### src/sv/itoa_pkg.sv
`timescale 1ns / 1ps
// itoa_pkg: shared types, constants and the digit-to-ASCII mapping for the
// radix-to-ASCII converter. No dependencies.
package itoa_pkg;

	localparam int RADIX_W = 6;
	localparam int DIGIT_W = 6;
	localparam int CHAR_W  = 7;

	localparam logic [RADIX_W-1:0] RADIX_MIN   = 6'd2;
	localparam logic [RADIX_W-1:0] RADIX_MAX   = 6'd36;
	localparam logic [RADIX_W-1:0] RADIX_RESET = 6'd10;

	localparam logic [DIGIT_W-1:0] DIGIT_MAX   = 6'd35;
	localparam logic [DIGIT_W-1:0] DIGIT_TEN   = 6'd10;
	localparam logic [CHAR_W-1:0]  ASCII_ZERO  = 7'd48;  // '0'
	localparam logic [CHAR_W-1:0]  ASCII_ALPHA = 7'd55;  // 'A' minus ten

	typedef enum logic [1:0] {
		ST_IDLE,
		ST_DIV,
		ST_OUT
	} itoa_state_t;

	// control into and status out of the bit-serial divider
	typedef struct packed {
		logic start;
	} div_ctrl_t;

	typedef struct packed {
		logic busy;
		logic done;
	} div_stat_t;

	// digit value to ASCII, '0'..'9' then 'A'..'Z'; out-of-range clamps to 'Z'
	function automatic logic [CHAR_W-1:0] digit_to_ascii(input logic [DIGIT_W-1:0] d);
		logic [DIGIT_W-1:0] dc;
		dc = (d > DIGIT_MAX) ? DIGIT_MAX : d;
		if (dc < DIGIT_TEN)
			return ASCII_ZERO + CHAR_W'(dc);
		else
			return ASCII_ALPHA + CHAR_W'(dc);
	endfunction

endpackage

### src/sv/itoa_ifs.sv
`timescale 1ns / 1ps
// itoa_ifs: valid/ready channel interfaces of the converter: value input,
// character output and radix configuration write. Depends on itoa_pkg.
interface itoa_val_if #(parameter int VALUE_WIDTH = 64);
	logic                   valid;
	logic                   ready;
	logic [VALUE_WIDTH-1:0] value;
	modport source (output valid, output value, input ready);
	modport sink   (input valid, input value, output ready);
endinterface

interface itoa_chr_if;
	logic                          valid;
	logic                          ready;
	logic [itoa_pkg::CHAR_W-1:0]   digit_char;
	logic                          last;
	modport source (output valid, output digit_char, output last, input ready);
	modport sink   (input valid, input digit_char, input last, output ready);
endinterface

interface itoa_cfg_if;
	logic                          valid;
	logic                          ready;
	logic [itoa_pkg::RADIX_W-1:0]  radix;
	modport source (output valid, output radix, input ready);
	modport sink   (input valid, input radix, output ready);
endinterface

### src/sv/itoa_ram.sv
`timescale 1ns / 1ps
// itoa_ram: generic single-write, single-read RAM with registered read data.
// No dependencies.
module itoa_ram #(
	parameter int WIDTH = 6,
	parameter int DEPTH = 64
) (
	input  logic                     clk,
	input  logic                     we,
	input  logic [$clog2(DEPTH)-1:0] waddr,
	input  logic [WIDTH-1:0]         wdata,
	input  logic                     re,
	input  logic [$clog2(DEPTH)-1:0] raddr,
	output logic [WIDTH-1:0]         rdata
);

	logic [WIDTH-1:0] mem_q [DEPTH];

	always_ff @(posedge clk) begin
		if (we)
			mem_q[waddr] <= wdata;
		if (re)
			rdata <= mem_q[raddr];
	end

endmodule

### src/sv/itoa_div.sv
`timescale 1ns / 1ps
// itoa_div: bit-serial restoring divider by a 6-bit radix, one dividend bit
// per cycle, MSB first. Depends on itoa_pkg.
module itoa_div #(
	parameter int VALUE_WIDTH = 64
) (
	input  logic                           clk,
	input  logic                           arst_n,
	input  itoa_pkg::div_ctrl_t            ctrl,
	input  logic [VALUE_WIDTH-1:0]         dividend,
	input  logic [itoa_pkg::RADIX_W-1:0]   radix,
	output itoa_pkg::div_stat_t            stat,
	output logic [VALUE_WIDTH-1:0]         quotient,
	output logic [itoa_pkg::DIGIT_W-1:0]   remainder
);
	import itoa_pkg::*;

	localparam int CW = (VALUE_WIDTH > 1) ? $clog2(VALUE_WIDTH) : 1;

	logic                   busy_q;
	logic                   done_q;
	logic [CW-1:0]          cnt_q;
	logic [VALUE_WIDTH-1:0] quo_q;
	logic [DIGIT_W-1:0]     rem_q;

	logic [DIGIT_W:0]       partial;
	logic                   fits;
	logic [DIGIT_W:0]       diff;

	// trial subtract of the radix from the shifted partial remainder
	assign partial = {rem_q, quo_q[VALUE_WIDTH-1]};
	assign fits    = partial >= {1'b0, radix};
	assign diff    = partial - {1'b0, radix};

	always_ff @(posedge clk or negedge arst_n) begin
		if (!arst_n) begin
			busy_q <= 1'b0;
			done_q <= 1'b0;
			cnt_q  <= '0;
		end else begin
			done_q <= 1'b0;
			if (ctrl.start && !busy_q) begin
				busy_q <= 1'b1;
				cnt_q  <= '0;
			end else if (busy_q) begin
				if (cnt_q == CW'(VALUE_WIDTH - 1)) begin
					busy_q <= 1'b0;
					done_q <= 1'b1;
				end
				cnt_q <= cnt_q + 1'b1;
			end
		end
	end

	// datapath: quotient bits shift in as dividend bits shift out
	always_ff @(posedge clk) begin
		if (ctrl.start && !busy_q) begin
			quo_q <= dividend;
			rem_q <= '0;
		end else if (busy_q) begin
			quo_q <= {quo_q[VALUE_WIDTH-2:0], fits};
			rem_q <= fits ? diff[DIGIT_W-1:0] : partial[DIGIT_W-1:0];
		end
	end

	assign stat.busy = busy_q;
	assign stat.done = done_q;
	assign quotient  = quo_q;
	assign remainder = rem_q;

endmodule

### src/sv/integer_to_radix_ascii.sv
`timescale 1ns / 1ps
// integer_to_radix_ascii: top level of the unsigned integer to ASCII converter.
// Depends on itoa_pkg, itoa_ifs, itoa_div and itoa_ram.
//
// Usage
//   din  : one unsigned VALUE_WIDTH-bit value per transaction.
//   dout : one ASCII character per transaction, most significant digit first,
//          last set on the final (least significant) character. Zero gives '0'.
//   cfg  : writes the 6-bit radix (reset 10); 0 and 1 act as 2, 37..63 as 36.
//          Write only while the block is idle; cfg.ready is always high.
// Timing
//   Each digit takes a full pass of the bit-serial divider, which shifts the
//   whole dividend through one bit per cycle. Digits are stored as they are
//   found; once the last is stored, each character passes through a store
//   read and then the output register.
//   din.ready is high only between numbers; a new value may be taken while the
//   final character still waits in the output register.
// Reset and stalls
//   Reset returns to idle with the radix at 10 and no output pending. When the
//   receiver stalls the held character stays in the output register and digit
//   store reads pause until it is taken.
module integer_to_radix_ascii #(
	parameter int VALUE_WIDTH = 64
) (
	input  logic       clk,
	input  logic       arst_n,
	itoa_val_if.sink   din,
	itoa_chr_if.source dout,
	itoa_cfg_if.sink   cfg
);
	import itoa_pkg::*;

	localparam int AW    = $clog2(VALUE_WIDTH);
	localparam int CNT_W = $clog2(VALUE_WIDTH + 1);

	itoa_state_t state_q, state_d;

	logic [RADIX_W-1:0]     radix_q;
	logic [RADIX_W-1:0]     radix_eff;
	logic [CNT_W-1:0]       count_q;
	logic [AW-1:0]          rd_ptr_q;
	logic                   rd_pend_q;
	logic                   rd_last_q;
	logic                   out_valid_q;
	logic [CHAR_W-1:0]      digit_char_q;
	logic                   last_q;

	div_ctrl_t              div_ctrl;
	div_stat_t              div_stat;
	logic [VALUE_WIDTH-1:0] div_dividend;
	logic [VALUE_WIDTH-1:0] div_quo;
	logic [DIGIT_W-1:0]     div_rem;

	logic                   accept;
	logic                   digit_done;
	logic                   finish;
	logic                   out_free;
	logic                   rd_issue;
	logic [DIGIT_W-1:0]     ram_rdata;

	// radix register and clamping
	assign cfg.ready = 1'b1;

	always_ff @(posedge clk or negedge arst_n) begin
		if (!arst_n)
			radix_q <= RADIX_RESET;
		else if (cfg.valid && cfg.ready)
			radix_q <= cfg.radix;
	end

	assign radix_eff = (radix_q < RADIX_MIN) ? RADIX_MIN :
	                   (radix_q > RADIX_MAX) ? RADIX_MAX : radix_q;

	// handshake terms
	assign accept     = (state_q == ST_IDLE) && din.valid;
	assign digit_done = (state_q == ST_DIV) && div_stat.done;
	assign finish     = digit_done &&
	                    ((div_quo == '0) || (count_q == CNT_W'(VALUE_WIDTH - 1)));
	assign out_free   = !out_valid_q || dout.ready;
	assign rd_issue   = (state_q == ST_OUT) && out_free && !rd_pend_q;

	// next state
	always_comb begin
		state_d = state_q;
		case (state_q)
			ST_IDLE: begin
				if (din.valid)
					state_d = ST_DIV;
			end
			ST_DIV: begin
				if (finish)
					state_d = ST_OUT;
			end
			ST_OUT: begin
				if (rd_issue && rd_ptr_q == '0)
					state_d = ST_IDLE;
			end
			default: state_d = ST_IDLE;
		endcase
	end

	// state outputs
	always_comb begin
		din.ready      = 1'b0;
		div_ctrl.start = 1'b0;
		div_dividend   = div_quo;
		case (state_q)
			ST_IDLE: begin
				din.ready      = 1'b1;
				div_ctrl.start = din.valid;
				div_dividend   = din.value;
			end
			ST_DIV: begin
				div_ctrl.start = digit_done && !finish;
			end
			ST_OUT: ;
			default: ;
		endcase
	end

	// control registers
	always_ff @(posedge clk or negedge arst_n) begin
		if (!arst_n) begin
			state_q     <= ST_IDLE;
			count_q     <= '0;
			rd_ptr_q    <= '0;
			rd_pend_q   <= 1'b0;
			rd_last_q   <= 1'b0;
			out_valid_q <= 1'b0;
		end else begin
			state_q   <= state_d;
			rd_pend_q <= rd_issue;
			if (accept)
				count_q <= '0;
			else if (digit_done)
				count_q <= count_q + 1'b1;
			if (finish)
				rd_ptr_q <= count_q[AW-1:0];
			else if (rd_issue)
				rd_ptr_q <= rd_ptr_q - 1'b1;
			if (rd_issue)
				rd_last_q <= (rd_ptr_q == '0);
			if (rd_pend_q)
				out_valid_q <= 1'b1;
			else if (dout.ready)
				out_valid_q <= 1'b0;
		end
	end

	// output payload register
	always_ff @(posedge clk) begin
		if (rd_pend_q) begin
			digit_char_q <= digit_to_ascii(ram_rdata);
			last_q       <= rd_last_q;
		end
	end

	assign dout.valid      = out_valid_q;
	assign dout.digit_char = digit_char_q;
	assign dout.last       = last_q;

	itoa_div #(
		.VALUE_WIDTH(VALUE_WIDTH)
	) u_div (
		.clk      (clk),
		.arst_n   (arst_n),
		.ctrl     (div_ctrl),
		.dividend (div_dividend),
		.radix    (radix_eff),
		.stat     (div_stat),
		.quotient (div_quo),
		.remainder(div_rem)
	);

	// digit store, least significant digit at address zero
	itoa_ram #(
		.WIDTH(DIGIT_W),
		.DEPTH(VALUE_WIDTH)
	) u_store (
		.clk  (clk),
		.we   (digit_done),
		.waddr(count_q[AW-1:0]),
		.wdata(div_rem),
		.re   (rd_issue),
		.raddr(rd_ptr_q),
		.rdata(ram_rdata)
	);

`ifndef SYNTHESIS
	// store data only lands in an empty output register
	a_load_empty: assert property (@(posedge clk) disable iff (!arst_n)
		rd_pend_q |-> !out_valid_q)
		else $error("store read returned while output register full");

	// divider runs and finishes only during the division phase
	a_div_phase: assert property (@(posedge clk) disable iff (!arst_n)
		(div_stat.busy || div_stat.done) |-> state_q == ST_DIV)
		else $error("divider active outside division phase");

	// digit count never exceeds the store depth
	a_count_range: assert property (@(posedge clk) disable iff (!arst_n)
		count_q <= CNT_W'(VALUE_WIDTH))
		else $error("digit count beyond store depth");

	// finishing a number always sets the read pointer to its top digit
	a_ptr_load: assert property (@(posedge clk) disable iff (!arst_n)
		finish |=> rd_ptr_q == $past(count_q[AW-1:0]))
		else $error("read pointer not loaded with top digit");
`endif

endmodule

### src/flat_wrapper.sv
// flat-port wrapper written by rule: the top's interface ports become plain ports
module integer_to_radix_ascii_flat import itoa_pkg::*;
#(
	parameter int VALUE_WIDTH = 64
)
  (clk, arst_n, din_valid, din_value, din_ready, dout_valid, dout_digit_char, dout_last, dout_ready, cfg_valid, cfg_radix, cfg_ready);
  itoa_val_if #(.VALUE_WIDTH(VALUE_WIDTH)) din_i ();
  itoa_chr_if dout_i ();
  itoa_cfg_if cfg_i ();
  input  logic clk;
  input  logic arst_n;
  input wire logic [$bits(din_i.valid)-1:0] din_valid;
  input wire logic [$bits(din_i.value)-1:0] din_value;
  output wire logic [$bits(din_i.ready)-1:0] din_ready;
  output wire logic [$bits(dout_i.valid)-1:0] dout_valid;
  output wire logic [$bits(dout_i.digit_char)-1:0] dout_digit_char;
  output wire logic [$bits(dout_i.last)-1:0] dout_last;
  input wire logic [$bits(dout_i.ready)-1:0] dout_ready;
  input wire logic [$bits(cfg_i.valid)-1:0] cfg_valid;
  input wire logic [$bits(cfg_i.radix)-1:0] cfg_radix;
  output wire logic [$bits(cfg_i.ready)-1:0] cfg_ready;
  assign din_i.valid = din_valid;
  assign din_i.value = din_value;
  assign din_ready = din_i.ready;
  assign dout_valid = dout_i.valid;
  assign dout_digit_char = dout_i.digit_char;
  assign dout_last = dout_i.last;
  assign dout_i.ready = dout_ready;
  assign cfg_i.valid = cfg_valid;
  assign cfg_i.radix = cfg_radix;
  assign cfg_ready = cfg_i.ready;
  integer_to_radix_ascii #(.VALUE_WIDTH(VALUE_WIDTH)) u_core (.clk(clk), .arst_n(arst_n), .din(din_i), .dout(dout_i), .cfg(cfg_i));
endmodule
### config.mk
export PLATFORM = sky130hd
export DESIGN_NAME = integer_to_radix_ascii_flat
export DESIGN_NICKNAME = d
export VERILOG_FILES = /design/src/sv/itoa_pkg.sv /design/src/sv/itoa_ifs.sv /design/src/sv/itoa_ram.sv /design/src/sv/itoa_div.sv /design/src/sv/integer_to_radix_ascii.sv /design/src/flat_wrapper.sv
export SDC_FILE = /design/constraint.sdc
export NUM_CORES = 1
export LEC_CHECK = 0
export BUFFER_PORTS_ARGS = -buffer_cell sky130_fd_sc_hd__buf_2
export CORE_ASPECT_RATIO = 0.75
export CORE_MARGIN = 8
export CORE_UTILIZATION = 50
export DETAILED_ROUTE_END_ITERATION = 10
export GPL_ROUTABILITY_DRIVEN = 1
export HOLD_SLACK_MARGIN = 0.15
export MAX_ROUTING_LAYER = met4
export PLACE_DENSITY = 0.72
export SYNTH_ARGS = -nofsm -noshare
export SYNTH_HDL_FRONTEND = slang
export SYNTH_HIERARCHICAL = 1
export SYNTH_SLANG_ARGS = --single-unit
### constraint.sdc
create_clock -name clk -period 8.9 [get_ports clk]
set_input_delay 0.89 -clock clk [delete_from_list [all_inputs] [get_ports clk]]
set_output_delay 0.89 -clock clk [all_outputs]
set_load 0.005 [all_outputs]
Yosys cells after proc, flatten, opt, wreduce, memory -nomap -nowiden

Memory sizes are Yosys's and may differ from the RTL's. A register that Yosys moved wholly into a read port is not among the register bits.
Index checks and enable logic that the tools add are counted.

Register bits: 110
Memory bits (writable): 384
Input bits: 75
Output and inout bits: 11
Memories kept: 1

Add/sub/neg operators: 6
Order comparisons: 5
Equal/unequal tests: 8
Muxes and demuxes: 30
Reduce and logical (&&, ||, !) cells: 23

Memory list:

| memory               | depth | bits a word | read ports | clocked after memory_dff | write ports | RTL line       | RTL |
|---|---|---|---|---|---|---|---|
| u_core.u_store.mem_q | 64    | 6           | 1          | 1                        | 1           | itoa_ram.sv:17 | `logic [WIDTH-1:0] mem_q [DEPTH];` |

Operator list:

| operator              | number |
|---|---|
| $mux W64              | 3 |
| $logic_not A64 Y1     | 1 |
| $mux W6               | 8 |
| $mux W7               | 3 |
| $add A6 B6 Y7 const A | 2 |
| $gt A6 B6 Y1 const B  | 2 |
| $mux W1               | 11 |
| $logic_and A1 B1 Y1   | 8 |
| $reduce_bool A2 Y1    | 4 |
| $add A7 B1 Y7 const B | 1 |
| $eq A7 B6 Y1 const B  | 1 |
| $ge A7 B6 Y1          | 1 |
| $add A6 B1 Y6 const B | 1 |
| $eq A6 B6 Y1 const B  | 1 |
| $logic_not A6 Y1      | 1 |
| $lt A6 B2 Y1 const B  | 1 |
| $lt A6 B4 Y1 const B  | 1 |
| $mux W2               | 3 |
| $pmux W2 S3           | 1 |
| $sub A6 B1 Y6 const B | 1 |
| $sub A6 B6 Y6         | 1 |
| $logic_not A1 Y1      | 4 |
| $ne A2 B1 Y1 const B  | 2 |
| $ne A2 B2 Y1 const B  | 2 |
| 7 further kinds       | 8 |

Logic depth before layout (Yosys ltp)

Gate-level depths: netlist of run 1.

Word-level depth: 9
Gate-level depth with buffers: 10
Gate-level depth less buffers: 10

Hierarchy

Netlist of run 1, hierarchy kept.

By module, submodules not included:

| module                 | instances | cells an instance | area an instance (um^2) | seq. area each (um^2) |
|---|---|---|---|---|
| itoa_ram               | 1         | 720               | 15285.9                 | 11711.2 |
| itoa_div               | 1         | 368               | 3604.7                  | 2242.2 |
| integer_to_radix_ascii | 1         | 251               | 2536.2                  | 843.3 |

Worst setup path after synthesis of run 1

Ideal clock, no wire load.

Path type: register to register
From: reg u_core.count_q[0]
To: reg u_core.u_div.quo_q[0] (netlist: u_core/u_div/quotient[0]) (enable)
Library setup time: 0.418 ns
Data arrival time: 2.948 ns
Data required time: 8.482 ns
Setup slack: 5.534 ns
Stages on the path, launching flop included: 8
Path buffers: 0
Path through: dfrtp_1 > ha_1 > nand3_1 > nor3_1 > or2_2 > o21ai_0 > nor2_1 > inv_1

Cells in the longest elaborated chain, start to end: 9

Ends and longest elaborated chain:

| what                                                                       | RTL line                      | RTL |
|---|---|---|
| start, declared                                                            | integer_to_radix_ascii.sv:40  | `logic [CNT_W-1:0] count_q;` |
| start signal, assigned                                                     | integer_to_radix_ascii.sv:136 | `count_q <= count_q + 1'b1;` |
| $eq A7 B6 Y1 *                                                             | integer_to_radix_ascii.sv:78  | `((div_quo == '0) \|\| (count_q == CNT_W'(VALUE_WIDTH - 1)));` |
| $logic_or A1 B1 Y1 *                                                       | integer_to_radix_ascii.sv:78  |  |
| $logic_and A1 B1 Y1 *                                                      | integer_to_radix_ascii.sv:77  | `assign finish = digit_done &&` |
| $logic_not A1 Y1 *                                                         | integer_to_radix_ascii.sv:114 | `div_ctrl.start = digit_done && !finish;` |
| $logic_and A1 B1 Y1 *                                                      | integer_to_radix_ascii.sv:114 |  |
| $pmux W1 S2 *                                                              | integer_to_radix_ascii.sv:107 | `case (state_q)` |
| net u_core.div_ctrl                                                        | integer_to_radix_ascii.sv:48  | `div_ctrl_t div_ctrl;` |
| $logic_and A1 B1 Y1 *                                                      | itoa_div.sv:57                | `if (ctrl.start && !busy_q) begin` |
| $ne A2 B1 Y1 (no source line) / $reduce_bool A2 Y1 (equally long branches) | -                             |  |
| $reduce_and A2 Y1 (no source line) *                                       | -                             |  |
| end signal, assigned                                                       | itoa_div.sv:58                | `quo_q <= dividend;` |
| end signal, assigned                                                       | itoa_div.sv:61                | `quo_q <= {quo_q[VALUE_WIDTH-2:0], fits};` |
| end, declared                                                              | itoa_div.sv:23                | `logic [VALUE_WIDTH-1:0] quo_q;` |

Mark *: on every way through the listed nets, which the timed path passes. The rest lies on a longest branch.
A chain may end at the register's enable or synchronous reset.

==> results of run 1 <==
[area by class of cell]
type / count / area [um2]
Fill cell: 3289 / 18300
Sequential cell: 500 / 14800
Multi-Input combinational cell: 753 / 6190
Clock buffer: 60 / 1290
Tap cell: 569 / 712
Timing Repair Buffer: 99 / 533
Clock inverter: 28 / 193
Inverter: 17 / 68.8
[where the power goes]
group          internal [mW]  total (mW)  switching [mW]
sequential              3.03        3.21           0.188
combinational          0.492        1.17           0.674
clock                   1.08        1.94           0.853
[placed cells by master (no fill, tap or decap), types with 12 or more instances in the layout]
| master | n |
|---|---|
| sky130_fd_sc_hd__inv_1 | 14 |
| sky130_fd_sc_hd__nand2_1 | 218 |
| sky130_fd_sc_hd__edfxtp_1 | 462 |
| sky130_fd_sc_hd__dfrtp_1 | 27 |
| sky130_fd_sc_hd__buf_4 | 15 |
| sky130_fd_sc_hd__clkbuf_16 | 49 |
| sky130_fd_sc_hd__mux2i_1 | 18 |
| sky130_fd_sc_hd__nor2b_1 | 17 |
| sky130_fd_sc_hd__a21oi_1 | 14 |
| sky130_fd_sc_hd__clkinv_1 | 14 |
| sky130_fd_sc_hd__buf_2 | 84 |
| sky130_fd_sc_hd__o22ai_1 | 12 |
| sky130_fd_sc_hd__nand3_1 | 16 |
| sky130_fd_sc_hd__mux2_2 | 80 |
| sky130_fd_sc_hd__mux4_2 | 87 |
| sky130_fd_sc_hd__o21ai_0 | 15 |
| sky130_fd_sc_hd__nor2_1 | 89 |
| sky130_fd_sc_hd__nor4_1 | 17 |
| sky130_fd_sc_hd__ha_1 | 12 |
[state kept, by name, indices dropped and copies added (netlist names)]
register                count
u_core/u_store/mem_q      384
u_core/u_div/quotient      64
u_core/count_q              7
u_core/dout.digit_char      7
u_core/radix_q              6
u_core/rd_ptr_q             6
u_core/u_div/cnt_q          6
u_core/u_div/remainder      6
u_core/u_store/rdata        6
u_core/state_q              2
u_core/dout.last            1
u_core/dout.valid           1
u_core/rd_last_q            1
u_core/rd_pend_q            1
u_core/u_div/busy_q         1
u_core/u_div/done_q         1
[per-layer routing]
| metal | track usage [%] | vias up | part of all wire, % |
|---|---|---|---|
| met5 | - | - | 0 |
| met4 | 4.14 | 0 | 1.8 |
| met3 | 3.54 | 69 | 8.4 |
| met2 | 27.9 | 504 | 44 |
| met1 | 29.6 | 6156 | 45 |
| li1 | - | 5352 | - |
[worst register-to-register path: stages, from the launching register on]
cell,delay (ns)
sky130_fd_sc_hd__dfrtp_4,1.07
sky130_fd_sc_hd__buf_4,0.91
sky130_fd_sc_hd__mux4_2,0.69
sky130_fd_sc_hd__o22ai_1,0.39
sky130_fd_sc_hd__nor3_1,0.11
sky130_fd_sc_hd__o22a_1,0.21
[worst max path at each step]
stage	end	slack (ns)
final	u_core/u_store/rdata[1]	5.28
after global routing	u_core/u_store/rdata[2]	5.03
after CTS	u_core/u_store/rdata[4]	5.24
after detailed placement	u_core/u_store/rdata[4]	5.28
after global placement	u_core/u_store/rdata[4]	5.33
after floorplan	u_core/u_div/quotient[0]	5.53
==> impl_summary.log, run 1 <==
INFO  metric drt_pass1_iterations = 5
INFO  metric routedWlPerCell = 23.6 um
INFO  metric cts_hold_buf = 0
INFO  metric critical_path_buf_inv_count = 1
INFO  metric skew = 0.0136 ns
INFO  metric worst_hold_slack = 0.394 ns
INFO  metric p_total = 6.32 mW
INFO  metric max_slew.worst_pin.slew = 1.02 ns
INFO  metric setup.worst_path.end_class = register
INFO  metric finalCriticalPeriod = 3.62 ns
INFO  metric floorplan.initialDensity = 50.8%
INFO  metric cts.root.buffer_cell = sky130_fd_sc_hd__clkbuf_16
INFO  metric numPortBuffers = 84
INFO  metric cts.reportedPaths.clkPinSlew = 0.06 ns
INFO  metric highest_clock_rate = 0.276 GHz
INFO  metric fraction_of_layout_cells_with_a_size_suffix_above_1 = 25.0%
INFO  metric overflow = 0
INFO  metric worstPathRequired = 9.21 ns
INFO  metric place.detailed.hpwl = 30.1 mm
INFO  metric htree_levels = 2
INFO  metric clk_path_buf_depth = 3
INFO  metric max_slew_margin = 31.8%
INFO  metric timing_max_transition_violations_final = 0
INFO  metric rows = 65
INFO  metric fin_area = 0.0238 mm2
INFO  metric outcome = finished, final reports clean
INFO  metric postCtsSetupBuffers = 0
INFO  metric reg2reg_depth = 5
INFO  metric num_antenna_cells = 0
INFO  metric syn_to_final_growth = 11.1%
INFO  metric hold_class = primary input to asynchronous set/reset pin
INFO  metric finalHoldViolations = 0
INFO  metric resized_gates_after_cts = 0
INFO  metric synthesis.yosys.warnings = 6
INFO  metric layout_net_count = 1507
INFO  metric clock_latency_on_the_worst_skew_pair = 0.56 ns
INFO  metric vias = 12.1k
INFO  metric worstReg2RegEnd = u_core/u_store/rdata[1]
INFO  metric grt_pass1_wl = 73.7 mm
INFO  metric die-width = 255 um
INFO  metric routabilityCongestion = 0.840
INFO  metric cp_num_cells = 5
INFO  metric grt_antenna_before_repair = 0
INFO  metric placedCellCount = 1938
INFO  metric grt_usage = 19.7%
INFO  metric maxCapViolCount = 0
INFO  metric cts_made_buffers = 48
INFO  metric power.leakage = 8.12 nW
INFO  metric final_critical_path_share_of_the_clock_period = 40.7%
INFO  metric die_h = 195 um
INFO  metric cpLargestDelayFamily = flip-flops
INFO  metric crit_path_max_fanout = 53
INFO  metric die_area = 0.0498 mm2
INFO  metric core_area = 0.0421 mm2
INFO  metric setup_ws = 5.28 ns
INFO  metric crit_chain = buf_4, mux4_2, o22ai_1, nor3_1, o22a_1
INFO  metric setup.worst_path.class = register to register
INFO  metric p_per_area = 265 mW/mm2
INFO  metric worst_ep_arrival_time = 3.93 ns
INFO  metric layoutNonFillerInstCount = 2026
INFO  metric clock_sink_count = 500
INFO  metric setup.worst_path.start_class = register
INFO  metric i_o_pin_cnt = 86
INFO  metric syn-cell-area = 0.0214 mm2
INFO  metric rsz0062_at_grt = no
INFO  metric place_area = 0.0223 mm2
INFO  metric route.detailed.drc = 0
INFO  metric ir_worst_vdd = 0.000184 V
INFO  metric delay_of_the_slowest_cell_on_the_worst_path = 1.07 ns
INFO  metric drtAntennaViolNets = 0
INFO  metric cell_count_after_synthesis = 1338
INFO  metric synthesis.nets = 1426
INFO  metric critical_path.reg2reg.startpoint = u_core/rd_ptr_q[0]
INFO  metric cpMaxStageDelayCell = sky130_fd_sc_hd__dfrtp_4
INFO  metric vias_per_cell = 5.96
INFO  metric wirelength = 47.9 mm
INFO  metric setup_total_negative_slack = 0 ns
INFO  metric post_synth.cell_area_avg = 16.0 um2
INFO  metric grt_max_degree = 68
INFO  metric drt_iter0_markers = 1457
INFO  metric dp_worst_setup_slack = 5.28 ns
INFO  metric ff2ff_setup_slack = 5.28 ns
INFO  metric layout.core_utilization = 56.5%
INFO  metric report.final.setup_viol = 0
INFO  metric cts_tree = built
INFO  metric launching_element_of_the_worst_setup_path = u_core/rd_ptr_q[0]
INFO  metric grt_pass1_vias = 12.0k
Note: power is estimated with default switching activity, not from simulation.
==> run 2: changes to the inputs <==
--- a/config.mk
+++ b/config.mk
@@ -5,6 +5,7 @@
 export SDC_FILE = /design/constraint.sdc
 export NUM_CORES = 1
 export LEC_CHECK = 0
+export ABC_AREA = 1
 export BUFFER_PORTS_ARGS = -buffer_cell sky130_fd_sc_hd__buf_2
 export CORE_ASPECT_RATIO = 0.75
 export CORE_MARGIN = 8
==> constraint.sdc (replaced) <==
create_clock -name clk -period 3.4 [get_ports clk]
set_input_delay 0.34 -clock clk [delete_from_list [all_inputs] [get_ports clk]]
set_output_delay 0.34 -clock clk [all_outputs]
set_load 0.005 [all_outputs]
==> impl_summary.log, run 2 <==
INFO  metric ir_worst_vdd = 0.000549 V (was 0.000184 V)
INFO  metric cell_count_after_synthesis = 1985 (was 1338)
INFO  metric numPortBuffers = 84 (unchanged)
INFO  metric place.detailed.hpwl = 31.3 mm (was 30.1 mm)
INFO  metric mostFrequentLayoutCell = sky130_fd_sc_hd__nand2_1 (was sky130_fd_sc_hd__edfxtp_1)
INFO  metric num_antenna_cells = 0 (unchanged)
INFO  metric p_per_area = 654 mW/mm2 (was 265 mW/mm2)
INFO  metric max_slew_margin = 43.4% (was 31.8%)
INFO  metric rows = 67 (was 65)
INFO  metric fraction_of_layout_cells_with_a_size_suffix_above_1 = 16.2% (was 25.0%)
INFO  metric grt_pass1_vias = 14.8k (was 12.0k)
INFO  metric wirelength = 51.8 mm (was 47.9 mm)
INFO  metric finalHoldViolations = 0 (unchanged)
INFO  metric grt_usage = 20.3% (was 19.7%)
INFO  metric maxCapViolCount = 0 (unchanged)
INFO  metric setup_total_negative_slack = 0 ns (unchanged)
INFO  metric crit_chain = and3_1, nand4_1, nand2_1, o21ai_0, nor2_2, inv_2, buf_4 (was buf_4, mux4_2, o22ai_1, nor3_1, o22a_1)
INFO  metric htree_levels = 2 (unchanged)
INFO  metric critical_path_buf_inv_count = 2 (was 1)
INFO  metric floorplan.initialDensity = 50.3% (was 50.8%)
INFO  metric registers.top_by_ff_count = u_core/u_store/mem_q (unchanged)
INFO  metric highest_clock_rate = 0.370 GHz (was 0.276 GHz)
INFO  metric grt_antenna_before_repair = 0 (unchanged)
INFO  metric hold_class = primary input to register (was primary input to asynchronous set/reset pin)
INFO  metric skew = 0.0249 ns (was 0.0136 ns)
INFO  metric clk_path_buf_depth = 3 (unchanged)
INFO  metric resized_gates_after_cts = 0 (unchanged)
INFO  metric cts.root.buffer_cell = sky130_fd_sc_hd__clkbuf_16 (unchanged)
INFO  metric postCtsSetupBuffers = 0 (unchanged)
INFO  metric i_o_pin_cnt = 86 (unchanged)
INFO  metric synthesis.yosys.warnings = 6 (unchanged)
INFO  metric post_synth.cell_area_avg = 11.2 um2 (was 16.0 um2)
INFO  metric setup.worst_path.end_class = register (unchanged)
INFO  metric overflow = 0 (unchanged)
INFO  metric cts_hold_buf = 21 (was 0)
INFO  metric grt_pass1_wl = 81.0 mm (was 73.7 mm)
INFO  metric routedWlPerCell = 19.2 um (was 23.6 um)
INFO  metric die_area = 0.0517 mm2 (was 0.0498 mm2)
INFO  metric synthesis.nets = 2073 (was 1426)
INFO  metric setup.worst_path.class = register to register (unchanged)
INFO  metric drt_pass1_iterations = 6 (was 5)
INFO  metric largest_register_ffs = 384 (unchanged)
INFO  metric max_slew.worst_pin.slew = 0.849 ns (was 1.02 ns)
INFO  metric p_total = 16.4 mW (was 6.32 mW)
INFO  metric cts.reportedPaths.clkPinSlew = 0.06 ns (about the same)
INFO  metric crit_path_max_fanout = 64 (was 53)
INFO  metric finalCriticalPeriod = 2.71 ns (was 3.62 ns)
INFO  metric route.detailed.drc = 0 (unchanged)
INFO  metric layoutNonFillerInstCount = 2697 (was 2026)
INFO  metric timing_max_transition_violations_final = 0 (unchanged)
INFO  metric final_critical_path_share_of_the_clock_period = 79.6% (was 40.7%)
INFO  metric cpMaxStageDelayCell = sky130_fd_sc_hd__buf_4 (was sky130_fd_sc_hd__dfrtp_4)
INFO  metric drt_iter0_markers = 1832 (was 1457)
INFO  metric vias = 15.2k (was 12.1k)
INFO  metric placedCellCount = 2592 (was 1938)
INFO  metric routabilityCongestion = 0.870 (was 0.840)
INFO  metric syn-cell-area = 0.0223 mm2 (was 0.0214 mm2)
INFO  metric setup.worst_path.start_class = register (unchanged)
INFO  metric fin_area = 0.0251 mm2 (was 0.0238 mm2)
INFO  metric delay_of_the_slowest_cell_on_the_worst_path = 0.64 ns (was 1.07 ns)
INFO  metric drtAntennaViolNets = 0 (unchanged)
INFO  metric worst_ep_arrival_time = 2.89 ns (was 3.93 ns)
INFO  metric clock_latency_on_the_worst_skew_pair = 0.56 ns (about the same)
INFO  metric commonest_cells_after_routing_fill_and_taps_aside = sky130_fd_sc_hd__nand2_1, sky130_fd_sc_hd__edfxtp_1, sky130_fd_sc_hd__nand3_1, sky130_fd_sc_hd__nor2_1, sky130_fd_sc_hd__mux2_2 (was sky130_fd_sc_hd__edfxtp_1, sky130_fd_sc_hd__nand2_1, sky130_fd_sc_hd__nor2_1, sky130_fd_sc_hd__mux4_2, sky130_fd_sc_hd__buf_2)
INFO  metric layout_net_count = 2163 (was 1507)
INFO  metric cpLargestDelayFamily = buffers and inverters (was flip-flops)
INFO  metric worst_hold_slack = 0.207 ns (was 0.394 ns)
INFO  metric worstPathRequired = 3.59 ns (was 9.21 ns)
INFO  metric core_area = 0.0443 mm2 (was 0.0421 mm2)
INFO  metric die-width = 260 um (was 255 um)
INFO  metric syn_to_final_growth = 12.4% (was 11.1%)
INFO  metric rsz0062_at_grt = no (unchanged)
INFO  metric grt_max_degree = 195 (was 68)
INFO  metric report.final.setup_viol = 0 (unchanged)
INFO  metric place_area = 0.0233 mm2 (was 0.0223 mm2)
INFO  metric vias_per_cell = 5.65 (was 5.96)
INFO  metric outcome = finished, final reports clean (unchanged)
INFO  metric clock_sink_count = 500 (unchanged)
INFO  metric cts_made_buffers = 46 (was 48)
INFO  metric die_h = 199 um (was 195 um)
INFO  metric cts_tree = built (unchanged)
INFO  metric fillerInstances = 3609 (was 3289)
INFO  metric power.leakage = 9.37 nW (was 8.12 nW)
run 2: report_power, final:
part | switching (mW) | internal, mW
Combinational | 1.66 | 0.960
Clock | 2.20 | 3.06
Sequential | 0.378 | 8.13
run 2: cell type report:
type                       instances  area (um2)  area share, %
clock buffer                      61        1290           5.14
clock inverter                    23         262           1.04
multi-input combinational       1311        6690           26.7
sequential                       500       14800           59.1
inverter                          70         265           1.06
timing repair buffer             146        1030           4.09
tap                              586         733           2.92
run 2: worst reg2reg max path, stage by stage (launching register included):
cell and delay [ns]:
sky130_fd_sc_hd__dfrtp_1 0.55, sky130_fd_sc_hd__and3_1 0.26, sky130_fd_sc_hd__nand4_1 0.08, sky130_fd_sc_hd__nand2_1 0.17
sky130_fd_sc_hd__o21ai_0 0.40, sky130_fd_sc_hd__nor2_2 0.09, sky130_fd_sc_hd__inv_2 0.09, sky130_fd_sc_hd__buf_4 0.64
run 2: final timing paths:
| check | startpoint | end | slack (ns) | cells after the start |
|---|---|---|---|---|
| worst max-delay path | u_core/count_q[2] | u_core/u_div/quotient[35] | 0.69 | 7 |
| worst min-delay path | din_value[22] | u_core/u_div/quotient[22] | 0.21 | 3 |
| worst max register to register | u_core/count_q[2] | u_core/u_div/quotient[35] | 0.69 | 7 |
| worst min register to register | u_core/rd_last_q | u_core/dout.last | 0.46 | 0 |
| max in group asynchronous | arst_n | u_core/rd_ptr_q[0] | 2.37 | 2 |
| min in group asynchronous | arst_n | u_core/radix_q[0] | 0.40 | 2 |
run 2: per-stage QoR:
| step | setup slack, ns | util, % |
|---|---|---|
| floorplan | 0.286 | - |
| global placement | 0.854 | 52.6 |
| detailed placement | 0.756 | 52.6 |
| CTS | 0.734 | 56.5 |
| global route | 0.552 | 56.5 |
| finish | 0.694 | 56.5 |
run 2: layer usage:
| layer | track usage (%) | wire length, um | vias up | part of all wire (%) |
|---|---|---|---|---|
| met2 | 30.4 | 23600 | 647 | 46 |
| met1 | 27.8 | 22200 | 7375 | 43 |
| li1 | - | - | 7127 | - |
| met3 | 4.77 | 4880 | 91 | 9.4 |
| met5 | - | 0 | - | 0 |
| met4 | 5.13 | 1100 | 0 | 2.1 |
==> run 3: changes to the inputs <==
==> constraint.sdc (replaced) <==
create_clock -name clk -period 2.51 [get_ports clk]
set_input_delay 0.251 -clock clk [delete_from_list [all_inputs] [get_ports clk]]
set_output_delay 0.251 -clock clk [all_outputs]
set_load 0.005 [all_outputs]
==> impl_summary.log, run 3 (synthesis gave the netlist of run 2 again) <==
INFO  metric worstReg2RegEnd = u_core/u_store/rdata[2] (was u_core/u_div/quotient[35])
INFO  metric internal-power = 16.0 mW (was 12.1 mW)
INFO  metric cts_tree = built (unchanged)
INFO  metric drtAntennaViolNets = 0 (unchanged)
INFO  metric setup.worst_path.class = register to register (unchanged)
INFO  metric finalHoldViolations = 0 (unchanged)
INFO  metric core_area = 0.0443 mm2 (unchanged)
INFO  metric max_slew_margin = 43.5% (was 43.4%)
INFO  metric overflow = 0 (unchanged)
INFO  metric clk_path_buf_depth = 3 (unchanged)
INFO  metric drt_pass1_iterations = 5 (was 6)
INFO  metric final_critical_path_share_of_the_clock_period = 94.4% (was 79.6%)
INFO  metric power.switching_fraction = 27.0% (was 25.9%)
INFO  metric ir_worst_vdd = 0.000780 V (was 0.000549 V)
INFO  metric die-width = 260 um (unchanged)
INFO  metric layoutNonFillerInstCount = 2838 (was 2697)
INFO  metric outcome = finished, final reports clean (unchanged)
INFO  metric largest_register_ffs = 384 (unchanged)
INFO  metric grt_max_degree = 100 (was 195)
INFO  metric cts.root.buffer_cell = sky130_fd_sc_hd__clkbuf_16 (unchanged)
INFO  metric num_antenna_cells = 0 (unchanged)
INFO  metric i_o_pin_cnt = 86 (unchanged)
INFO  metric share_comb_of_total_power = 17.0% (was 16.0%)
INFO  metric cts_made_buffers = 46 (unchanged)
INFO  metric report.final.setup_viol = 0 (unchanged)
INFO  metric routedWlPerCell = 19.2 um (about the same)
INFO  metric p_per_area = 833 mW/mm2 (was 654 mW/mm2)
INFO  metric skew = 0.0314 ns (was 0.0249 ns)
INFO  metric cts.reportedPaths.clkPinSlew = 0.06 ns (about the same)
INFO  metric mostFrequentLayoutCell = sky130_fd_sc_hd__nand2_1 (unchanged)
INFO  metric htree_levels = 2 (unchanged)
INFO  metric layout_net_count = 2303 (was 2163)
INFO  metric crit_path_max_fanout = 31 (was 64)
INFO  metric place.detailed.hpwl = 32.0 mm (was 31.3 mm)
INFO  metric setup.worst_path.start_class = register (unchanged)
INFO  metric highest_clock_rate = 0.422 GHz (was 0.370 GHz)
INFO  metric maxCapViolCount = 0 (unchanged)
INFO  metric grt_pass1_wl = 85.5 mm (was 81.0 mm)
INFO  metric floorplan.initialDensity = 50.3% (unchanged)
INFO  metric layout.core_utilization = 59.2% (was 56.5%)
INFO  metric worst_ep_arrival_time = 2.78 ns (was 2.89 ns)
INFO  metric p_seq_share = 53.0% (was 51.9%)
INFO  metric routabilityCongestion = 0.916 (was 0.870)
INFO  metric p_sw = 5.91 mW (was 4.25 mW)
INFO  metric numPortBuffers = 84 (unchanged)
INFO  metric die_h = 199 um (unchanged)
INFO  metric vias_per_cell = 5.55 (was 5.65)
INFO  metric grt_usage = 21.5% (was 20.3%)
INFO  metric drt_iter0_markers = 1828 (was 1832)
INFO  metric wirelength = 54.4 mm (was 51.8 mm)
INFO  metric power.clock.fraction = 30.0% (was 32.1%)
INFO  metric fraction_of_layout_cells_with_a_size_suffix_above_1 = 18.7% (was 16.2%)
INFO  metric hold_class = primary input to asynchronous set/reset pin (was primary input to register)
INFO  metric registers.top_by_ff_count = u_core/u_store/mem_q (unchanged)
INFO  metric clock_latency_on_the_worst_skew_pair = 0.59 ns (was 0.56 ns)
INFO  metric finalCriticalPeriod = 2.37 ns (was 2.71 ns)
INFO  metric max_slew.worst_pin.slew = 0.848 ns (was 0.849 ns)
INFO  metric power.leakage = 10.0 nW (was 9.37 nW)
INFO  metric route.detailed.drc = 0 (unchanged)
INFO  metric reg2reg_depth = 10 (was 7)
INFO  metric critical_path.reg2reg.startpoint = u_core/rd_ptr_q[0] (was u_core/count_q[2])
INFO  metric rows = 67 (unchanged)
INFO  metric placedCellCount = 2666 (was 2592)
INFO  metric grt_antenna_before_repair = 0 (unchanged)
INFO  metric ff2ff_setup_slack = 0.14 ns (was 0.69 ns)
INFO  metric worstPathRequired = 2.92 ns (was 3.59 ns)
INFO  metric commonest_cells_after_routing_fill_and_taps_aside = sky130_fd_sc_hd__nand2_1, sky130_fd_sc_hd__edfxtp_1, sky130_fd_sc_hd__nand3_1, sky130_fd_sc_hd__nor2_1, sky130_fd_sc_hd__mux2_2 (unchanged)
INFO  metric die_area = 0.0517 mm2 (unchanged)
INFO  metric timing_max_transition_violations_final = 0 (unchanged)
INFO  metric clock_sink_count = 500 (unchanged)
INFO  metric vias = 15.8k (was 15.2k)
INFO  metric grt_pass1_vias = 15.6k (was 14.8k)
INFO  metric syn_to_final_growth = 17.7% (was 12.4%)
INFO  metric setup.worst_path.end_class = register (unchanged)
[run 3: cell type report]
cell class	instances	area, um2
clock buffers	61	1260
clock inverters	24	148
repair buffers	286	2310
inverters	70	269
flip-flops and latches	500	14800
well taps	586	733
fillers	3453	18100
multi-input cells	1311	6730
[run 3: power groups by stage]
stage | sequential [mW] | combinational [mW] | clock, mW
after floorplan | 12.0 | 1.89 | 0
after global placement | 11.7 | 3.38 | 0
after detailed placement | 11.7 | 3.49 | 0
after CTS | 11.6 | 3.63 | 6.71
after global routing | 11.7 | 4.08 | 7.00
final | 11.6 | 3.72 | 6.57
[run 3: per-layer routing]
layer  track usage [%]  share of wire, %  up-vias  routed length, um
met5                 -                 0        -                  0
met4              5.73               2.3        0               1240
met3              3.90               9.2       96               5020
met2              33.4                47      718              25300
met1              29.1                42     7533              22800
li1                  -                 -     7404                  -
[run 3: worst max-delay path by stage]
stage | start | endpoint | slack, ns | cells after the start
final | u_core/rd_ptr_q[0] | u_core/u_store/rdata[2] | 0.14 | 10
after global routing | u_core/radix_q[4] | u_core/u_div/remainder[1] | -0.03 | 14
after CTS | u_core/radix_q[4] | u_core/u_div/remainder[1] | 0.07 | 13
after detailed placement | u_core/radix_q[4] | u_core/u_div/quotient[0] | 0.08 | 11
after global placement | u_core/radix_q[4] | u_core/u_div/quotient[0] | 0.17 | 11
after floorplan | u_core/count_q[1] | u_core/u_div/quotient[0] | -0.09 | 7
[run 3: critical path: stages, from the launching register on]
cell	delay [ns]
sky130_fd_sc_hd__dfrtp_4	0.57
sky130_fd_sc_hd__inv_4	0.36
sky130_fd_sc_hd__buf_4	0.40
sky130_fd_sc_hd__nand2_1	0.08
sky130_fd_sc_hd__nand3_1	0.09
sky130_fd_sc_hd__nand3_1	0.13
sky130_fd_sc_hd__nand2_1	0.14
sky130_fd_sc_hd__nand2_1	0.07
sky130_fd_sc_hd__nand3_1	0.13
sky130_fd_sc_hd__nand3_1	0.08
sky130_fd_sc_hd__nand2_1	0.13
[run 3: through the flow]
stage                     total power [mW]  hold WS, ns  instance area (um2)  setup WS, ns  TNS (ns)
after floorplan                       13.9      -0.0446                22300       -0.0932     -5.97
after global placement                15.0        0.354                24000         0.166         0
after detailed placement              15.2        0.362                24000        0.0808         0
after CTS                             21.9        0.281                26200        0.0675         0
after global routing                  22.8        0.353                26300       -0.0306   -0.0497
final                                 21.9        0.298                26300         0.142         0
[run 3: what timing repair did]
| action | CTS | global route |
|---|---|---|
| hold buffers | 85 | 0 |
| setup endpoints to repair | 0 | 9 |
| setup buffers | 0 | 2 |
| hold endpoints to repair | 107 | 0 |
| gates resized for setup | 0 | 6 |
